`src/rtl/hit_energy_centroid_accumulator_core_defines.svh`:
```
// Assertion macros shared by the accumulator RTL.
`ifndef HIT_ENERGY_CENTROID_ACCUMULATOR_CORE_DEFINES_SVH
`define HIT_ENERGY_CENTROID_ACCUMULATOR_CORE_DEFINES_SVH
`ifndef NO_ASSERTIONS
`define HEC_ASSERT(lbl, prop, msg) \
  lbl: assert property (@(posedge clk) disable iff (!rst_n) prop) else $error(msg);
`define HEC_ASSERT_ALWAYS(lbl, prop, msg) \
  lbl: assert property (@(posedge clk) prop) else $error(msg);
`else
`define HEC_ASSERT(lbl, prop, msg)
`define HEC_ASSERT_ALWAYS(lbl, prop, msg)
`endif
`endif

```
`src/rtl/hec_div.sv`:
```
// Restoring unsigned divider, one quotient bit per cycle.
module hec_div #(
  parameter int DW = 57,
  parameter int VW = 41
) (
  input  logic          clk,
  input  logic          rst_n,
  input  logic          start_i,
  input  logic [DW-1:0] dividend_i,
  input  logic [VW-1:0] divisor_i,
  output logic          busy_o,
  output logic [DW-1:0] quo_o,
  output logic [VW-1:0] rem_o
);
  localparam int NW = $clog2(DW + 1);

  logic [DW-1:0] quo_r;
  logic [VW-1:0] rem_r;
  logic [VW-1:0] div_r;
  logic [NW-1:0] cnt_r;
  logic          busy_r;
  logic [VW:0]   trial;
  logic [VW:0]   diff;

  assign trial = {rem_r, quo_r[DW-1]};
  assign diff  = trial - {1'b0, div_r};

  always_ff @(posedge clk) begin
    if (!rst_n) begin
      busy_r <= 1'b0;
      cnt_r  <= '0;
    end else if (start_i) begin
      busy_r <= 1'b1;
      cnt_r  <= NW'(DW);
    end else if (busy_r) begin
      cnt_r <= cnt_r - 1'b1;
      if (cnt_r == NW'(1)) begin
        busy_r <= 1'b0;
      end
    end
  end

  always_ff @(posedge clk) begin
    if (start_i) begin
      quo_r <= dividend_i;
      rem_r <= '0;
      div_r <= divisor_i;
    end else if (busy_r) begin
      if (!diff[VW]) begin
        rem_r <= diff[VW-1:0];
        quo_r <= {quo_r[DW-2:0], 1'b1};
      end else begin
        rem_r <= trial[VW-1:0];
        quo_r <= {quo_r[DW-2:0], 1'b0};
      end
    end
  end

  assign busy_o = busy_r;
  assign quo_o  = quo_r;
  assign rem_o  = rem_r;
endmodule
```
`config.mk`:
```
export PLATFORM = sky130hd
export DESIGN_NAME = hec_div
export DESIGN_NICKNAME = d
export VERILOG_FILES = /design/src/rtl/hit_energy_centroid_accumulator_core_defines.svh /design/src/rtl/hec_div.sv
export SDC_FILE = /design/constraint.sdc
export NUM_CORES = 1
export LEC_CHECK = 0
export BUFFER_PORTS_ARGS = -buffer_cell sky130_fd_sc_hd__clkbuf_2
export CORE_MARGIN = 5
export CORE_UTILIZATION = 35
export CTS_BUF_LIST = sky130_fd_sc_hd__clkbuf_4 sky130_fd_sc_hd__clkbuf_8
export CTS_CLUSTER_DIAMETER = 120
export DETAILED_ROUTE_END_ITERATION = 7
export PLACE_DENSITY = 0.66
export SLEW_MARGIN = 20
export SYNTH_ARGS = -nofsm -noshare
export SYNTH_HDL_FRONTEND = slang
export SYNTH_SLANG_ARGS = --single-unit
```
`constraint.sdc`:
```
create_clock -name clk -period 7.5 [get_ports clk]
set_input_delay 0.375 -clock clk [delete_from_list [all_inputs] [get_ports clk]]
set_output_delay 0.375 -clock clk [all_outputs]
set_load 0.005 [all_outputs]
```
==> results.md, run 1 <==
* Status: finished clean
* Syn Nets at between 800 and 900
* Remaining global-route overflow at 0
* Hold_buf cts at 0
* Clock power share at about 30%
* First-pass DRT Iterations at 5
* Quantity of gates resized following cts at 0
* Start point of the critical path: div_r[1]$_DFFE_PP_
* Worst vdd ir at roughly 0.00010 V
* Vias in the first global route at between 6000 and 7000
* Post-route clock period utilization at 49.60%
* Final wirelength at around 21000 µm
* PortBufs at between 150 and 200
* Worst-margin pin slew at 846.0 ps
* Synthesized area per cell at 11.06 µm²
* Worst R2R End: rem_o[15]$_SDFFE_PP0P_
* H-tree levels at 4
* Routability cong. at roughly 0.84
* Sequential Power Share at between 40% and 50%
* Residual DRC at 0
* Die area at 26810 µm²
* GRT Total Usage at 15.97%
* Worst-Skew Late Latency at 470 ps
* Worst setup EP type: register
* Yosys top cell by area: edfxtp_1
* Hpwl dp at 15560 µm
* Setup CP Type: register to register
* Layout cells sized above 1 at 33.47%
* Via density per instance at 4.983
* Cells after Synth at about 750
* Synth Flop Type: edfxtp_1
* FF-to-FF setup slack at 3780 ps
* Max Slew Vio Count at 0
* Total chip power at 2.127 mW
* Die H at 163.7 µm
* PwrDens at 215.0 nW/µm²
* Dominant cells by area after synthesis: edfxtp_1 36%, dfxtp_1 12%, mux2_2 8.2%, ha_1 6.5%, mux2i_1 4.0%
* Commonest non-fill, non-tap cell in the layout: clkbuf_2
* DR iter-0 viols at 313
* R2r worst-path depth at 12
* Sw Ratio at 31.94%
* Element type at the critical path start: register
* ANT nets after route at 0
* Static Leakage at 4.210 nW
* Initial Utilization at between 30% and 40%
* Area grow syn2layout at 19.62%
* Overall die width at 163.7 µm
* Commonest cells after routing, fill and taps aside: 198 x clkbuf_2, 98 x edfxtp_1, 64 x nor2_1
* CTS Buf Count at 17
* CTS sink cnt at 146
* TritonCTS clock tree: yes
* Arrival @ worst endpoint at between 4000 and 5000 ps
* Combinational group share of total power at 23.2%
* Yosys top cell area share at ~36%
* Netlist cell types at 66
* DP Cell Count at 1238
* Clk_skew at 20.67 ps
* Setup Buffers After CTS at 0
* Setup crit end: rem_o[15]$_SDFFE_PP0P_
* Antenna cells at 0
* Post-synth EDFFs at a little under 100
* Post-synthesis sequential area ratio at 47.19%
* Number of synthesized register bits at 146
* RSZ-0062 raised after global routing: false
* Clock Root Buffer: clkbuf_8
* Max cap viols at 0
* Fin cells at between 1000 and 1500
* First-pass GRT wire length at 34000 µm
* # IOs at 200
* Hold Crit Class: input pin to register
* Cell area after synthesis at around 8300 µm²
* Pint at roughly 1.4 mW
* # setup viols final at 0
* NumNets Final at 1083
* Fillers at 2350
* Sequential Area at 3905 µm²
* Worst slew margin at a little over two fifths
* Fin Setup TNS at 0 ps
* Synth async-reset ratio at 0%
* Crit Path Max Fanout at 46
* Hold Path Stages at 1
* RR Startpoint: div_r[1]$_DFFE_PP_
* Core ar. at between 20000 and 25000 µm²
* Rows at 56
* Final Hold Violating Endpoints at 0
* Number of synthesis warnings at 0
* Initial antenna violation count at 4
* Wirelength per Cell at between 15 and 20 µm
* Net switching power at 0.6795 mW
* CTS clk-pin slew, worst paths at 100 ps
* Max frequency at 268.8 MHz
* Multi-input logic area at 3943 µm²
* Final worst path period need at roughly 3700 ps
* Data required time at the worst endpoint at ~8000 ps
* Clock tree buffer depth at 2
* Via Count at 6324
* Largest net degree at the start of global routing at 91
final cells by class:
type                       instances  share of cell area [%]
inverter                          61                   2.314
multi-input combinational        510                   39.84
timing repair buffer             202                   10.36
tap                              319                   4.033
clock inverter                    14                   1.631
sequential                       146                   39.46
clock buffer                      17                   2.364
cells by family (layout without fill, tap and decap cells):
| group | Yosys count | in the layout | share of synthesized area, % |
|---|---|---|---|
| adders and majority gates | 44 | 44 | 6.745 |
| DFF | 146 | 146 | 47.19 |
| and+or+nand+nor | 170 | 170 | 10.15 |
| muxes | 93 | 93 | 12.16 |
| xor gates and xnor gates | 39 | 39 | 4.129 |
| AOI/OAI and AO/OA | 164 | 164 | 14.47 |
| buffers and inverters | 92 | 294 | 5.157 |
metal layers:
metal  GRT usage, %  wire length (µm)
met5              0                38
met4          4.270               303
met3          7.327              2042
met2          25.39              9521
met1          19.70              8989
Yosys cell counts (all sizes together), types with 2 or more instances:
cell type,number
inv,61
nor2,65
nor4,3
nor2b,5
o221ai,4
a21oi,44
o211ai,4
and3,5
a41oi,2
mux2i,33
or2,2
nand3,18
a31oi,9
o21a,8
o31ai,2
a221oi,3
mux2,60
a21o,16
a21boi,2
o21bai,5
o41ai,3
nor3b,5
edfxtp,98
a211oi,35
buf,8
o2111ai,2
nand4,8
xor2,15
nor3,7
nand2,34
and2,5
o21ai,16
xnor2,24
dfxtp,48
clkbuf,23
a311oi,3
ha,43
nand2b,8
power by group through the flow:
stage	logic (mW)	registers [mW]	clock network [mW]
floorplan	0.342	1.00	0
global placement	0.491	1.01	0
detailed placement	0.497	1.01	0
CTS	0.498	0.996	0.671
global route	0.553	1.00	0.709
finish	0.493	0.994	0.641
flip-flops by register name (all words and copies together) (netlist names):
register / cells
busy_o: 1
div_r: 41
rem_o: 41
cnt_r: 6
quo_o: 57
worst min path at each step:
stage / from / to / slack [ps]
2_1_floorplan: cnt_r[1]$_SDFFE_PP0P_ / cnt_r[1]$_SDFFE_PP0P_ / 470
5_1_grt: divisor_i[0] / div_r[0]$_DFFE_PP_ / 30
4_1_cts: divisor_i[0] / div_r[0]$_DFFE_PP_ / 50
3_3_place_gp: cnt_r[1]$_SDFFE_PP0P_ / cnt_r[1]$_SDFFE_PP0P_ / 480
6_report: divisor_i[10] / div_r[10]$_DFFE_PP_ / 80
3_5_place_dp: cnt_r[1]$_SDFFE_PP0P_ / cnt_r[1]$_SDFFE_PP0P_ / 500
through the flow:
step                      setup slack (ps)  utilization, %  instance area [µm²]  hold slack [ps]
after global placement                3917           40.60                 9500            480.1
after floorplan                       4489               -                 8273            468.3
after CTS                             3729           42.29                 9896            45.30
after detailed placement              3789           40.60                 9500            499.3
after global routing                  3468           42.29                 9896            34.75
final                                 3780           42.29                 9896            84.74
worst max-delay path: stages (launching register included):
cell and delay [ps]:
edfxtp_1 430, inv_1 80, ha_1 210, nor2b_1 160
o31ai_2 290, a21oi_1 160, o31ai_1 360, nor3b_2 310
nor2_4 100, a41oi_4 340, and2_4 720, mux2i_1 180
a211oi_1 270
Note: power is estimated with default switching activity, not from simulation.
==> run 2: changes to the inputs <==
Settings changed: ABC_AREA from default to 1, PLACE_DENSITY 0.66 to 0.65.
Clock period 7.5 ns to 3.5 ns, I/O delays scaled along.
==> run 2 against run 1 <==
Compared with the run above:
- register-to-register slack got worse by 2800 ps
- synthesized cell count is 80% higher
- count of clock-buffer cells in the layout stayed put
- maximum frequency increased by 49%
- via count is 44% higher
- cell area is 22% higher
- worst hold slack lost 31 ps
- synthesized area up 13%
- clock power grew 140%
==> results.md, run 2 <==
* Status: finished clean (unchanged)
* Data required time at the worst endpoint at 3700 ps (was 7860 ps)
* Hold_buf cts at 94 (was 0)
* Max reg flops at 57 (unchanged)
* Netlist cell types at 39 (was 66)
* Placed cell areas at 10670 µm² (was 9500 µm²)
* Die area at 30140 µm² (was 26810 µm²)
* Final wirelength at 28210 µm (was 20900 µm)
* Design Area, Final at 12060 µm² (was 9896 µm²)
* Rows at 59 (was 56)
* Hold Path Stages at 3 (was 1)
* Max frequency at 401.9 MHz (was 268.8 MHz)
* Worst slew margin at 51.34% (was 43.60%)
* Quantity of gates resized following cts at 0 (unchanged)
* Overall die width at 173.6 µm (was 163.7 µm)
* Initial antenna violation count at 1 (was 4)
* Clock tree buffer depth at 2 (unchanged)
* Remaining global-route overflow at 0 (unchanged)
* Layout cells sized above 1 at 16.14% (was 33.47%)
* Count leader, synth: nand2_1 (was edfxtp_1)
* Largest net degree at the start of global routing at 62 (was 91)
* Max Slew Vio Count at 0 (unchanged)
* PortBufs at 199 (unchanged)
* Dominant cells by area after synthesis: edfxtp_1 31%, nand2_1 24%, dfxtp_1 10%, inv_1 9.4%, ha_1 5.7% (was edfxtp_1 36%, dfxtp_1 12%, mux2_2 8.2%, ha_1 6.5%, mux2i_1 4.0%)
* Yosys top cell by area: edfxtp_1 (unchanged)
* Wirelength per Cell at 14.22 µm (was 16.47 µm)
* Vias in the first global route at 9257 (was 6561)
* Worst path bufs/invs at 2 (was 1)
* Cell family with most CP delay: simple AND/OR/NAND/NOR gates (was compound AO/OA/AOI/OAI gates)
* Slowest-stage cell, CP: nand2_4 (was and2_4)
* Syn Nets at 1491 (was 893)
* Worst setup EP type: register (unchanged)
* Clock Root Buffer: clkbuf_8 (unchanged)
* Commonest cells after routing, fill and taps aside: 603 x nand2_1, 234 x inv_1, 198 x clkbuf_2 (was 198 x clkbuf_2, 98 x edfxtp_1, 64 x nor2_1)
* Worst-Skew Late Latency at 460 ps (was 470 ps)
* TritonCTS clock tree: yes (unchanged)
* Setup Buffers After CTS at 0 (unchanged)
* Area grow syn2layout at 28.73% (was 19.62%)
* Final setup margin at 1012 ps (was 3780 ps)
* ANT nets after route at 0 (unchanged)
* First-pass GRT wire length at 46030 µm (was 34000 µm)
* Hold Crit Class: input pin to register (unchanged)
* Clk_skew at 22.44 ps (was 20.67 ps)
* Worst vdd ir at 0.0002992 V (was 0.0001049 V)
* Post-synthesis sequential area ratio at 41.67% (was 47.19%)
* First-pass DRT Iterations at 7 (was 5)
* Crit Path Max Fanout at 42 (was 46)
* Fin Setup TNS at 0 ps (unchanged)
* Start point of the critical path: div_r[24]$_DFFE_PP_ (was div_r[1]$_DFFE_PP_)
* Placement Setup Slack at 970.0 ps (was 3789 ps)
* Worst-margin pin slew at 729.8 ps (was 846.0 ps)
* NumNets Final at 1780 (was 1083)
* Initial Utilization at 35.75% (was 35.35%)
* Synthesized area per cell at 6.961 µm² (was 11.06 µm²)
* Fillers at 2674 (was 2350)
* Number of synthesized register bits at 146 (unchanged)
* Arrival @ worst endpoint at 2680 ps (was 4080 ps)
* RR Startpoint: div_r[24]$_DFFE_PP_ (was div_r[1]$_DFFE_PP_)
* GRT Total Usage at 18.58% (was 15.97%)
* R2r worst-path depth at 12 (unchanged)
* Die H at 173.6 µm (was 163.7 µm)
* Hold_ws at 53.30 ps (was 84.74 ps)
* Core ar. at 26210 µm² (was 23400 µm²)
* CTS sink cnt at 146 (unchanged)
* Setup CP Type: register to register (unchanged)
* Synth Flop Type: edfxtp_1 (unchanged)
* Cell area after synthesis at 9369 µm² (was 8273 µm²)
* # setup viols final at 0 (unchanged)
* DR iter-0 viols at 496 (was 313)
* Synth async-reset ratio at 0% (unchanged)
* Via density per instance at 4.575 (was 4.983)
* CTS clk-pin slew, worst paths at 100 ps (about the same)
* Final worst path period need at 2488 ps (was 3720 ps)
* Hpwl dp at 21320 µm (was 15560 µm)
* Post-route clock period utilization at 71.09% (was 49.60%)
* Crit-path max cell delay at 420 ps (was 720 ps)
* Crit path cell chain: inv_1, ha_1, nand2_2, inv_1, nand2_1, nand3_1, a21oi_1, nand2_1, nand2_2, nand4_1, nand2_4, o21ai_0 (was inv_1, ha_1, nor2b_1, o31ai_2, a21oi_1, o31ai_1, nor3b_2, nor2_4, a41oi_4, and2_4, mux2i_1, a211oi_1)
* Static Leakage at 6.532 nW (was 4.210 nW)
* Post-synth EDFFs at 98 (unchanged)
* Hold_sp: dividend_i[46] (was divisor_i[10])
* Element type at the critical path start: register (unchanged)
* Commonest non-fill, non-tap cell in the layout: nand2_1 (was clkbuf_2)
* Max cap viols at 0 (unchanged)
* PwrDens at 350.2 nW/µm² (was 215.0 nW/µm²)
* Number of synthesis warnings at 0 (unchanged)
* Yosys top cell area share at 31.41% (was 35.57%)
* H-tree levels at 4 (unchanged)
* Post-synth top cells: 603 x nand2_1, 235 x inv_1, 98 x edfxtp_1, 81 x nand3_1, 77 x nor2_1 (was 98 x edfxtp_1, 64 x nor2_1, 61 x inv_1, 60 x mux2_2, 48 x dfxtp_1)
* Residual DRC at 0 (unchanged)
* Via Count at 9076 (was 6324)
* Routability cong. at 0.9551 (was 0.8411)
* Final Hold Violating Endpoints at 0 (unchanged)
* CTS Buf Count at 17 (unchanged)
* RSZ-0062 raised after global routing: false (unchanged)
* # IOs at 200 (unchanged)
* Cells after Synth at 1346 (was 748)
* Levels on crit path at 12 (unchanged)
==> run 2: changes by cell type after synthesis, sizes merged, moves of 33 or more <==
cell,before,now
nand3,18,84
mux2,60,0
mux2i,33,0
a211oi,35,0
nand2,34,612
inv,61,235
==> run 2: power by group <==
group	leakage, nW	internal [mW]	total [mW]	switching, mW
clock network	0.223	0.745	1.55	0.806
logic	4.93	0.271	0.621	0.350
registers	1.37	1.98	2.05	0.0702
==> run 2: layer usage <==
layer	GRT usage [%]	vias to the layer above	part of all wire (%)
li1	-	4708	-
met1	23.24	4044	45
met2	31.64	290	46
met3	4.864	34	6.9
met4	5.576	0	2.2
met5	0	-	0
==> run 2: stage by stage <==
stage          util (%)  power (mW)  std cells
6_report          46.02       4.224       1984
5_1_grt           46.02       4.426       1984
4_1_cts           46.01       4.273       1983
3_5_place_dp      40.73       2.625       1857
3_3_place_gp      40.73       2.619       1857
2_1_floorplan         -       2.373       1346
==> run 2: cells by family after synthesis <==
family | share of synthesized area (%)
XOR/XNOR | 2.337
buffers and inverters | 11.19
flip-flops | 41.67
AND/OR/NAND/NOR | 34.58
AO/OA/AOI/OAI | 4.274
adder cells (fa/ha/maj) | 5.956
==> run 2: worst paths after layout <==
path | endpoint | slack, ps
setup / recovery | quo_o[0]$_DFFE_PP_ | 1010
hold / removal | quo_o[46]$_DFFE_PP_ | 50
setup reg to reg | quo_o[0]$_DFFE_PP_ | 1010
hold reg to reg | rem_o[8]$_SDFFE_PP0P_ | 490
==> run 2: layout make-up <==
cell class | count | area (µm²) | area share [%]
clock buffers | 17 | 234.0 | 1.940
diodes | 1 | 2.502 | 0.02075
well taps | 335 | 419.2 | 3.475
clock inverters | 15 | 209.0 | 1.733
flip-flops and latches | 146 | 3904 | 32.37
inverters | 236 | 885.9 | 7.345
repair buffers | 299 | 1984 | 16.45
multi-input cells | 935 | 4422 | 36.66
==> run 2: worst min-delay path, delay by kind of cell <==
family	cells	cell delay [ps]
buffers and inverters	1	80
AND/OR/NAND/NOR	2	140
