## src/rtl/hit_energy_centroid_accumulator_core_defines.svh

```systemverilog
// Assertion macros shared by the accumulator RTL.
`ifndef HIT_ENERGY_CENTROID_ACCUMULATOR_CORE_DEFINES_SVH
`define HIT_ENERGY_CENTROID_ACCUMULATOR_CORE_DEFINES_SVH
`ifndef NO_ASSERTIONS
`define HEC_ASSERT(lbl, prop, msg) \
  lbl: assert property (@(posedge clk) disable iff (!rst_n) prop) else $error(msg);
`define HEC_ASSERT_ALWAYS(lbl, prop, msg) \
  lbl: assert property (@(posedge clk) prop) else $error(msg);
`else
`define HEC_ASSERT(lbl, prop, msg)
`define HEC_ASSERT_ALWAYS(lbl, prop, msg)
`endif
`endif

```

## src/rtl/hec_pkg.sv

```systemverilog
// Shared types and constants of the centroid accumulator.
package hec_pkg;
  localparam int ENTRIES_DEF = 512;
  localparam int ID_W   = 15;
  localparam int E_W    = 40;
  localparam int HE_W   = 32;
  localparam int POS_W  = 24;
  localparam int PROD_W = 57;
  localparam int TOT_W  = 41;
  localparam logic [E_W-1:0] E_MAX = {E_W{1'b1}};

  localparam logic [1:0] REQ_ADD   = 2'd0;
  localparam logic [1:0] REQ_READ  = 2'd1;
  localparam logic [1:0] REQ_CLEAR = 2'd2;

  typedef struct packed {
    logic [ID_W-1:0]  id;
    logic [E_W-1:0]   energy;
    logic [POS_W-1:0] x;
    logic [POS_W-1:0] y;
    logic [POS_W-1:0] z;
  } hec_entry_t;
endpackage

```

## src/rtl/hec_cell.sv

```systemverilog
// One table entry cell of the rotating entry chain.
module hec_cell
  import hec_pkg::*;
(
  input  logic       clk,
  input  logic       shift_i,
  input  logic       wr_i,
  input  hec_entry_t nb_i,
  input  hec_entry_t wr_data_i,
  output hec_entry_t q_o
);
  hec_entry_t ent_r;

  always_ff @(posedge clk) begin
    if (wr_i) begin
      ent_r <= wr_data_i;
    end else if (shift_i) begin
      ent_r <= nb_i;
    end
  end

  assign q_o = ent_r;
endmodule

```

## config.mk

```make
export PLATFORM = sky130hd
export DESIGN_NAME = hec_cell
export DESIGN_NICKNAME = d
export VERILOG_FILES = /design/src/rtl/hit_energy_centroid_accumulator_core_defines.svh /design/src/rtl/hec_pkg.sv /design/src/rtl/hec_cell.sv
export SDC_FILE = /design/constraint.sdc
export NUM_CORES = 1
export LEC_CHECK = 0
export ABC_AREA = 0
export BUFFER_PORTS_ARGS = -buffer_cell sky130_fd_sc_hd__buf_4
export CORE_AREA = 3 3 150 152
export DETAILED_ROUTE_END_ITERATION = 16
export DIE_AREA = 0 0 153 155
export SLEW_MARGIN = 20
export SYNTH_ARGS = -nofsm -noshare
export SYNTH_HDL_FRONTEND = slang
export SYNTH_SLANG_ARGS = --single-unit
```

## constraint.sdc

```tcl
create_clock -name clk -period 3.87 [get_ports clk]
set_input_delay 0.5805 -clock clk [delete_from_list [all_inputs] [get_ports clk]]
set_output_delay 0.5805 -clock clk [all_outputs]
set_load 0.1 [all_outputs]
```

==> impl_results.md, run 1 <==
- Status: complete, no violations
- Worst path bufs/invs: 2
- Minimum clock period: around 1700 ps
- Kind of cell adding the most delay to the critical path: buffers and inverters
- Port bufs: roughly 380
- N_diodes: 0
- Final slew viol count: 0
- CTS tree: done
- Power Total: approximately 0.0050 W
- Initial antenna violation count: 0
- Post-CTS setup buffer count: 0
- Number of detailed-route iterations in the first pass: 4
- Vias in the first global route: about 4200
- Largest net degree at the start of global routing: 67
- Clock Root Buffer: clkbuf_16
- Hold crit path type: input port to register
- DRC errors left: 0
- Startpoint Class: input port
- Netlist cell types: 5
- First DRT Iteration DRCs: between 150 and 200
- Ordered list of cells on the worst path: buf_4 > buf_4 > mux2_2
- Comb pwr share: 0.347
- Psw: about 0.0019 W
- CTS sink cnt: approximately 130
- Post-route ant nets: 0
- Final Hold Fails: 0
- Grt total ovfl: 0
- Final cycle utilization of the critical path: 0.436
- Site Rows: 53
- Pwr Density: between 500 and 600 nW/um2
- Post-Synthesis Cells: around 270
- Crit-path max cell delay: between 600 and 700 ps
- Seq cells post-synth: about 130
- Part of the power in registers: 0.351
- CP arrival: 1840 ps
- First-pass GRT wire length: 23800 um
- Vias/cell: around 4.1
- Ports: between 300 and 400
- RSZ-0062 raised after global routing: false
- GP Congestion: roughly 0.84
- Total Wirelength: 16400 um
- # Max-Cap Violations: 0
- Wl on met1: between 5000 and 6000 um
- DP Wirelength: between 10000 and 15000 um
- Hold_buf cts: 0
- Slowest CP cell: buf_4
- Net Sw Frac: 0.383
- Syn nets: approximately 530
- Synthesis Warnings: 0
- Fin nets: around 920
- Met2 WL post-DR: just under 9000 um
- CP max FO: 57
- Area growth, synth to finish: 67.2%
- Kind of critical path: input port to register
- WL/cell: about 17 um
- Layout cell share with drive strength beyond 1: 0.808
- Fillcell total: approximately 1900
- Slew HR: 0.499
- Clock power share: 0.302
- Die Y: approximately 160 um
- Worst Path Required: 4020 ps
- TritonCTS Buffers: 17
- CTS resizes: 0
- Leak Pwr: a little under 4 nW
- WL met3: 1300 um
- Die area: 23700 um2
- Core Box Area: roughly 21000 um2
- Worst-path clk slew: around 50 ps
- Pint: about 0.003 W
- Initial Utilization: 0.257
- Crit end category: register
- Total track usage: 0.132
- Die width: 153 um
- Worst Tran Pin Value: ~750 ps
- Htree depth: 4
- Final setup violation count: 0
- Top layer reached by signal wires: met4
- Avg Cell Area, Syn: a little over 20 um2
- Most used cell, CP: buf_4
- Multi-input gate area in the final layout: between 1000 and 1500 um2
- Part of the Yosys area used for sequential elements: 0.703
- Max reg flops: 127
- Sequential Area: 3810 um2
- Highest clock rate: 592 MHz
- Synth Cell Area: ~5400 um2
- Max VDD drop: 0.000287 V
- Via Count: 3912
- TNS Setup: 0 ps
- Longest Clk Path Bufs: 2
-- final timing paths --
check | from | endpoint | slack (ps) | cells past startpoint
setup / recovery | wr_i | q_o[98]$_DFFE_PP_ | 2180 | 3
hold / removal | wr_data_i[89] | q_o[89]$_DFFE_PP_ | 470 | 2
-- metal layers --
layer / track usage / up-vias
met5: 0 / -
met2: 0.239 / 206
met1: 0.144 / 1834
met3: 0.0398 / 27
li1: - / 1845
met4: 0.0535 / 0
-- cell usage after synthesis --
cell | n | area share
buf_6 | 6 | 0.012
clkbuf_8 | 8 | 0.020
edfxtp_1 | 127 | 0.70
mux2_2 | 127 | 0.26
or2_2 | 1 | 0.0012
-- power by group through the flow --
| stage | clock [W] | combinational [W] | sequential, W |
|---|---|---|---|
| after floorplan | 0 | 0.000162 | 0.00287 |
| after global placement | 0 | 0.00172 | 0.00177 |
| after detailed placement | 0 | 0.00173 | 0.00177 |
| after CTS | 0.00155 | 0.00173 | 0.00174 |
| after global routing | 0.00161 | 0.00177 | 0.00175 |
| final | 0.00150 | 0.00172 | 0.00174 |
-- layout make-up --
class | count | share of cell area
tap | 275 | 0.0379
multi-input combinational | 128 | 0.159
clock buffer | 17 | 0.0469
sequential | 127 | 0.420
clock inverter | 13 | 0.0138
timing repair buffer | 387 | 0.323
-- cells by family (layout without fill, tap and decap cells) --
family / Yosys count / in the layout / synth area share
mux: 127 / 127 / 0.263
flops: 127 / 127 / 0.703
buf+inv: 14 / 417 / 0.0327
simple gates: 1 / 1 / 0.00115
-- stage by stage --
step | util | instance area [um2] | std cells | setup WS, ps | hold slack [ps]
after floorplan | - | 5430 | 269 | 995 | 800
after global placement | 0.403 | 8530 | 917 | 1810 | 883
after detailed placement | 0.403 | 8530 | 917 | 1750 | 886
after CTS | 0.429 | 9080 | 947 | 2150 | 449
after global routing | 0.429 | 9080 | 947 | 2110 | 453
final | 0.429 | 9080 | 947 | 2180 | 474
-- cell usage in the layout (no fill, tap or decap) --
master,Yosys,layout
or2_4,0,1
bufinv_16,0,2
buf_12,0,2
edfxtp_1,127,127
clkinv_2,0,4
mux2_2,127,127
clkinvlp_4,0,5
clkinv_1,0,2
buf_4,0,385
clkbuf_16,0,17
Note: power is estimated with default switching activity, not from simulation.
==> run 2: changes to the inputs <==
==> constraint.sdc (replaced) <==
create_clock -name clk -period 1.7 [get_ports clk]
set_input_delay 0.255 -clock clk [delete_from_list [all_inputs] [get_ports clk]]
set_output_delay 0.255 -clock clk [all_outputs]
set_load 0.1 [all_outputs]
==> run 2 against run 1 <==
Total power grew 130%. First-iteration DRC count shrank 3.1%. Via count grew 3.5%. Cell area grew 2.4%.
==> impl_results.md, run 2 (synthesis gave the netlist of run 1 again) <==
- Worst path bufs/invs: 1 (was 2)
- Fin nets: 932 (was 918)
- GP Congestion: 0.867 (was 0.845)
- Initial antenna violation count: 0 (unchanged)
- Layout cell share with drive strength beyond 1: 0.812 (was 0.808)
- Highest clock rate: ~740 MHz
- Die Y: 155 um (unchanged)
- Htree depth: 4 (unchanged)
- M1 GR Usage: 0.137 (was 0.144)
- CTS resizes: 0 (unchanged)
- Ordered list of cells on the worst path: buf_4 (was buf_4 > buf_4 > mux2_2)
- Grt total ovfl: 0 (unchanged)
- Worst Hold Endpoint: q_o[90]$_DFFE_PP_ (was q_o[89]$_DFFE_PP_)
- Final Hold Fails: 0 (unchanged)
- CP max FO: 1 (was 57)
- Kind of cell adding the most delay to the critical path: flip-flops (was buffers and inverters)
- Number of detailed-route iterations in the first pass: 5 (was 4)
- Vias/cell: 4.21 (was 4.13)
- Max VDD drop: 0.000652 V (was 0.000287 V)
- Leading cell type in the layout, fill and taps excluded: buf_4 (unchanged)
- Total track usage: 0.140 (was 0.132)
- Area growth, synth to finish: 71.2% (was 67.2%)
- Worst-path clk slew: 60 ps (was 50 ps)
- Die area: 23700 um2 (unchanged)
- Clock power share: 0.308 (was 0.302)
- Core Box Area: 21200 um2 (unchanged)
- CP arrival: 1100 ps (was 1840 ps)
- Hold crit path type: input port to register (unchanged)
- First DRT Iteration DRCs: 158 (was 163)
- Worst Path Required: 1440 ps (was 4020 ps)
- Status: complete, no violations (unchanged)
- Sequential Area: 3810 um2 (unchanged)
- Placed inst area: 8720 um2 (was 8530 um2)
- Slew HR: 0.799 (was 0.499)
- DRC errors left: 0 (unchanged)
- Pwr Density: 1230 nW/um2 (was 546 nW/um2)
- Hold Crit Depth: 2 (unchanged)
- Hold_buf cts: 0 (unchanged)
- CTS sink cnt: 127 (unchanged)
- Longest Clk Path Bufs: 2 (unchanged)
- Net Sw Frac: 0.385 (was 0.383)
- Slowest CP cell: edfxtp_1 (was buf_4)
- Fin area: 9290 um2 (was 9080 um2)
- DP Wirelength: 13600 um (was 13000 um)
- Hold_sp: nb_i[90] (was wr_data_i[89])
- Kind of critical path: register to output port (was input port to register)
- TNS Setup: 0 ps (unchanged)
- Pint: 0.00705 W (was 0.00306 W)
- Comb pwr share: 0.347 (about the same)
- Die width: 153 um (unchanged)
- Vias in the first global route: 4580 (was 4196)
- Max reg flops: 127 (unchanged)
- Worst setup margin: 340 ps (was 2180 ps)
- Leak Pwr: 4.03 nW (was 3.92 nW)
- Multi-input gate area in the final layout: 1440 um2 (unchanged)
- Total Wirelength: 17000 um (was 16400 um)
- CTS tree: done (unchanged)
- Final setup violation count: 0 (unchanged)
- Final slew viol count: 0 (unchanged)
- Worst Tran Pin Value: 302 ps (was 752 ps)
- Psw: 0.00442 W (was 0.00190 W)
- Ports: 384 (unchanged)
- Final cycle utilization of the critical path: 0.800
- Post-CTS setup buffer count: 0 (unchanged)
- First-pass GRT wire length: 25300 um (was 23800 um)
- Site Rows: 53 (unchanged)
- Global route hottest layer: met2 (unchanged)
- WL/cell: 17.7 um (was 17.3 um)
- Minimum clock period: approximately 1400 ps
- # Max-Cap Violations: 0 (unchanged)
- Most frequent cells in the layout: buf_4, mux2_2, edfxtp_1 (unchanged)
- Fillcell total: 1929 (was 1947)
- TritonCTS Buffers: 17 (unchanged)
- N_diodes: 0 (unchanged)
- GR Util met2: 0.267 (was 0.239)
- Crit end category: output port (was register)
- Startpoint Class: register (was input port)
- Part of the power in registers: 0.345 (was 0.351)
- Met3 GRT Util: 0.0584 (was 0.0398)
- Setup WS pre-CTS: 260 ps (was 1750 ps)
- Largest net degree at the start of global routing: 54 (was 67)
- Post-route ant nets: 0 (unchanged)
- Port bufs: 383 (unchanged)
- Initial Utilization: 0.257 (unchanged)
- Clock Root Buffer: clkbuf_16 (unchanged)
- RSZ-0062 raised after global routing: false (unchanged)
- Crit-path max cell delay: 390 ps (was 620 ps)
- Via Count: 4047 (was 3912)
==> run 2: changes by cell type in the layout (fill, tap and decap cells not counted) <==
cell / change
buf_12: +7
clkbuf_1: +1
inv_6: +1
clkinv_1: -1
clkinvlp_4: -1
buf_4: +7
clkinv_2: -3
clkinv_4: +4
==> run 2: layout make-up <==
type                            instances  share of cell area
Sequential cell                       127               0.410
Tap cell                              275              0.0370
Multi-Input combinational cell        128               0.155
Timing Repair Buffer                  401               0.336
Clock buffer                           18              0.0462
Clock inverter                         13              0.0154
==> run 2: how the worst max path moves through the flow <==
stage,start,endpoint,slack (ps),cells past startpoint
floorplan,wr_i,q_o[0]$_DFFE_PP_,-190,3
CTS,q_o[16]$_DFFE_PP_,q_o[16],290,1
global route,q_o[16]$_DFFE_PP_,q_o[16],300,1
global placement,wr_i,q_o[26]$_DFFE_PP_,280,4
detailed placement,wr_i,q_o[61]$_DFFE_PP_,260,4
finish,q_o[16]$_DFFE_PP_,q_o[16],340,1
==> run 2: metrics by stage <==
| step | utilization | total power [W] | instances | hold slack (ps) |
|---|---|---|---|---|
| 5_1_grt | 0.439 | 0.0118 | 962 | 125 |
| 4_1_cts | 0.439 | 0.0116 | 962 | 121 |
| 6_report | 0.439 | 0.0115 | 962 | 141 |
| 3_5_place_dp | 0.412 | 0.00803 | 931 | 560 |
| 3_3_place_gp | 0.412 | 0.00800 | 931 | 555 |
| 2_1_floorplan | - | 0.00689 | 269 | 475 |
==> run 2: routing by layer <==
| metal | vias up | share of wire |
|---|---|---|
| li1 | 1880 | - |
| met1 | 1934 | 0.34 |
| met2 | 214 | 0.56 |
| met3 | 19 | 0.091 |
| met4 | 0 | 0.015 |
| met5 | - | 0 |
==> run 2: power by group through the flow <==
stage          Clock (W)  Combinational (W)  Sequential, W
2_1_floorplan          0           0.000373        0.00652
3_3_place_gp           0            0.00398        0.00402
3_5_place_dp           0            0.00400        0.00403
4_1_cts          0.00363            0.00401        0.00396
5_1_grt          0.00377            0.00409        0.00399
6_report         0.00353            0.00398        0.00396
==> run 3: changes to the inputs <==
--- a/config.mk
+++ b/config.mk
@@ -5,7 +5,7 @@
 export SDC_FILE = /design/constraint.sdc
 export NUM_CORES = 1
 export LEC_CHECK = 0
-export ABC_AREA = 0
+export ABC_AREA = 1
 export BUFFER_PORTS_ARGS = -buffer_cell sky130_fd_sc_hd__buf_4
 export CORE_AREA = 3 3 150 152
 export DETAILED_ROUTE_END_ITERATION = 16
==> constraint.sdc (replaced) <==
create_clock -name clk -period 1.3 [get_ports clk]
set_input_delay 0.195 -clock clk [delete_from_list [all_inputs] [get_ports clk]]
set_output_delay 0.195 -clock clk [all_outputs]
set_load 0.1 [all_outputs]
==> run 3 against run 2 <==
Critical path depth did not move. Hold slack got worse by 97 ps. Via count rose by 23%. Non-clock buffer count fell by 1. Wire length rose by 6.7%. Total power rose by 36%. Global-route usage rose by 0.86 points. Synthesized area fell by 0.74%. Synthesized cell count rose by 100%.
==> impl_results.md, run 3 <==
- Status: complete, no violations (unchanged)
- Kind of critical path: register to output port (unchanged)
- Final slew viol count: 0 (unchanged)
- RSZ-0062 raised after global routing: true (was false)
- CP Launch Point: q_o[41]$_DFFE_PP_ (was q_o[16]$_DFFE_PP_)
- Simple-gate share of the synthesized area: 0.267 (was 0.00115)
- Seq cells post-synth: 127 (unchanged)
- Clock Root Buffer: clkbuf_16 (unchanged)
- Avg Cell Area, Syn: 10.0 um2 (was 20.2 um2)
- Yosys top cell by area: edfxtp_1 (unchanged)
- Number of synthesized flops with an enable pin: 127 (unchanged)
- Syn nets: 794 (was 526)
- Port bufs: 383 (unchanged)
- Final cycle utilization of the critical path: 0.974
- Power Total: 0.0156 W (was 0.0115 W)
- Vias/cell: 4.10 (was 4.21)
- Grt total ovfl: 0 (unchanged)
- Vias in the first global route: 4959 (was 4580)
- Initial Utilization: 0.255 (was 0.257)
- CP Capture Point: q_o[41] (was q_o[16])
- Synth Cell Area: 5390 um2 (was 5430 um2)
- Pwr Density: 1660 nW/um2 (was 1230 nW/um2)
- Ports: 384 (unchanged)
- Worst Tran Pin Value: 313 ps (was 302 ps)
- Top post-synthesis cells by count: nand2_1, edfxtp_1, buf_2 (was edfxtp_1, mux2_2, clkbuf_8)
- Adder-Cell Fraction of Synth Area: 0 (unchanged)
- Sequential Area: 3810 um2 (unchanged)
- First-pass GRT wire length: 27300 um (was 25300 um)
- Startpoint Class: register (unchanged)
- Non-filler instance count after layout: 1217 (was 962)
- Leak Pwr: 4.71 nW (was 4.03 nW)
- # Max-Cap Violations: 0 (unchanged)
- Kind of cell adding the most delay to the critical path: flip-flops (unchanged)
- Initial antenna violation count: 0 (unchanged)
- Slowest CP cell: edfxtp_1 (unchanged)
- Part of the Yosys area used for sequential elements: 0.708 (was 0.703)
- Via Count: 4988 (was 4047)
- Synth async-reset ratio: 0 (unchanged)
- Most common cell in the netlist: nand2_1
- Post-CTS setup buffer count: 0 (unchanged)
- Area growth, synth to finish: 74.4% (was 71.2%)
- Die width: 153 um (unchanged)
- Max VDD drop: 0.000768 V (was 0.000652 V)
- Htree depth: 4 (unchanged)
- Die Y: 155 um (unchanged)
- Final Hold Fails: 0 (unchanged)
- Number of detailed-route iterations in the first pass: 4 (was 5)
- Max reg flops: 127 (unchanged)
- XOR/XNOR Fraction of Synth Area: 0 (unchanged)
- Post-synthesis mux area share: 0 (was 0.263)
- Worst Path Required: 1110 ps (was 1440 ps)
- Crit-path max cell delay: 440 ps (was 390 ps)
- First DRT Iteration DRCs: 222 (was 158)
- DP Wirelength: 14000 um (was 13600 um)
- Dpl cells: 1185 (was 931)
- Longest Clk Path Bufs: 2 (unchanged)
- Ordered list of cells on the worst path: buf_6 (was buf_4)
- Netlist cell types: 7 (was 5)
- CP arrival: 1070 ps (was 1100 ps)
- DRC errors left: 0 (unchanged)
- Site Rows: 53 (unchanged)
- Most frequent cells in the layout: buf_4, nand2_1, edfxtp_1 (was buf_4, mux2_2, edfxtp_1)
- Core Box Area: 21200 um2 (unchanged)
- Post-Synthesis Cells: 537 (was 269)
- Fin nets: 1186 (was 932)
- Die area: 23700 um2 (unchanged)
- Crit. path cell count: 1 (unchanged)
- Worst-path clk slew: 60 ps (about the same)
- N_diodes: 0 (unchanged)
- Hold crit path type: input port to register (unchanged)
- Minimum clock period: between 1000 and 1500 ps
- Combinational family with the most area after synthesis: simple AND/OR/NAND/NOR gates (was multiplexers)
- Fillcell total: 2078 (was 1929)
- TritonCTS Buffers: 17 (unchanged)
- Synth top area cells: edfxtp_1, nand2_1, buf_2 (was edfxtp_1, mux2_2, clkbuf_8)
- Multi-input gate area in the final layout: 1440 um2 (unchanged)
- Slew HR: 0.791 (was 0.799)
- Leading cell type in the layout, fill and taps excluded: buf_4 (unchanged)
- Compound-Gate Fraction of Synth Area: 0 (unchanged)
- Synthesis Warnings: 0 (unchanged)
- Crit end category: output port (unchanged)
- Final setup violation count: 0 (unchanged)
- GP Congestion: 0.827 (was 0.867)
- Ys flop type: edfxtp_1 (unchanged)
- CP max FO: 1 (unchanged)
- Worst path bufs/invs: 1 (unchanged)
- CTS sink cnt: 127 (unchanged)
- Highest clock rate: ~790 MHz
- Post-route ant nets: 0 (unchanged)
- Total track usage: 0.148 (was 0.140)
- Largest net degree at the start of global routing: 71 (was 54)
- CTS tree: done (unchanged)
- Synth top area share: 0.708 (was 0.703)
- Layout cell share with drive strength beyond 1: 0.458 (was 0.812)
- WL/cell: 14.9 um (was 17.7 um)
- Total Wirelength: 18200 um (was 17000 um)
## run 3: changes by cell type after synthesis, sizes merged
cell and delta:
buf +12, nand2 +381, inv +1, mux2 -127
clkbuf +1
## run 3: worst min-delay path by stage
stage,startpoint,to,depth (start not counted)
after floorplan,nb_i[0],q_o[0]$_DFFE_PP_,2
after global placement,nb_i[70],q_o[70]$_DFFE_PP_,3
after detailed placement,nb_i[78],q_o[78]$_DFFE_PP_,3
after CTS,nb_i[28],q_o[28]$_DFFE_PP_,3
after global routing,nb_i[27],q_o[27]$_DFFE_PP_,3
final,nb_i[28],q_o[28]$_DFFE_PP_,3
## run 3: metal layers
metal | vias up | GRT usage | share of wire
li1 | 2511 | - | -
met1 | 2226 | 0.167 | 0.38
met2 | 239 | 0.261 | 0.51
met3 | 12 | 0.0606 | 0.097
met4 | 0 | 0.0399 | 0.012
met5 | - | 0 | 0
## run 3: what timing repair did
action,4_1_cts,5_1_grt
endpoints found under the setup margin,6,4
gates resized for setup,6,3
gates cloned,0,0
hold endpoints to repair,0,0
hold buffers,0,0
## run 3: final cells by class
cell class / count / area share
sequential: 127 / 0.406
timing repair buffer: 400 / 0.335
multi-input combinational: 382 / 0.153
clock buffer: 19 / 0.0461
tap: 275 / 0.0366
clock inverter: 13 / 0.0225
inverter: 1 / 0.000666
## run 3: cell families (layout without fill, tap and decap cells)
group         Yosys count  after routing
simple gates          382            382
flops                 127            127
buf+inv                28            433
## run 3: where the power goes
group / internal [W] / switching (W)
combinational: 0.00125 / 0.00398
clock: 0.00342 / 0.00179
sequential: 0.00504 / 0.000141
## run 3: through the flow
step                      setup slack (ps)  hold slack [ps]   util  instance area (um2)  setup TNS [ps]
after floorplan                       -360              374      -                 5400          -45730
after global placement                88.1              457  0.412                 8720               0
after detailed placement              78.2              462  0.412                 8720               0
after CTS                            0.521             20.5  0.444                 9390               0
after global routing                 -4.36             26.5  0.444                 9400           -4.36
final                                 33.6             44.1  0.444                 9400               0
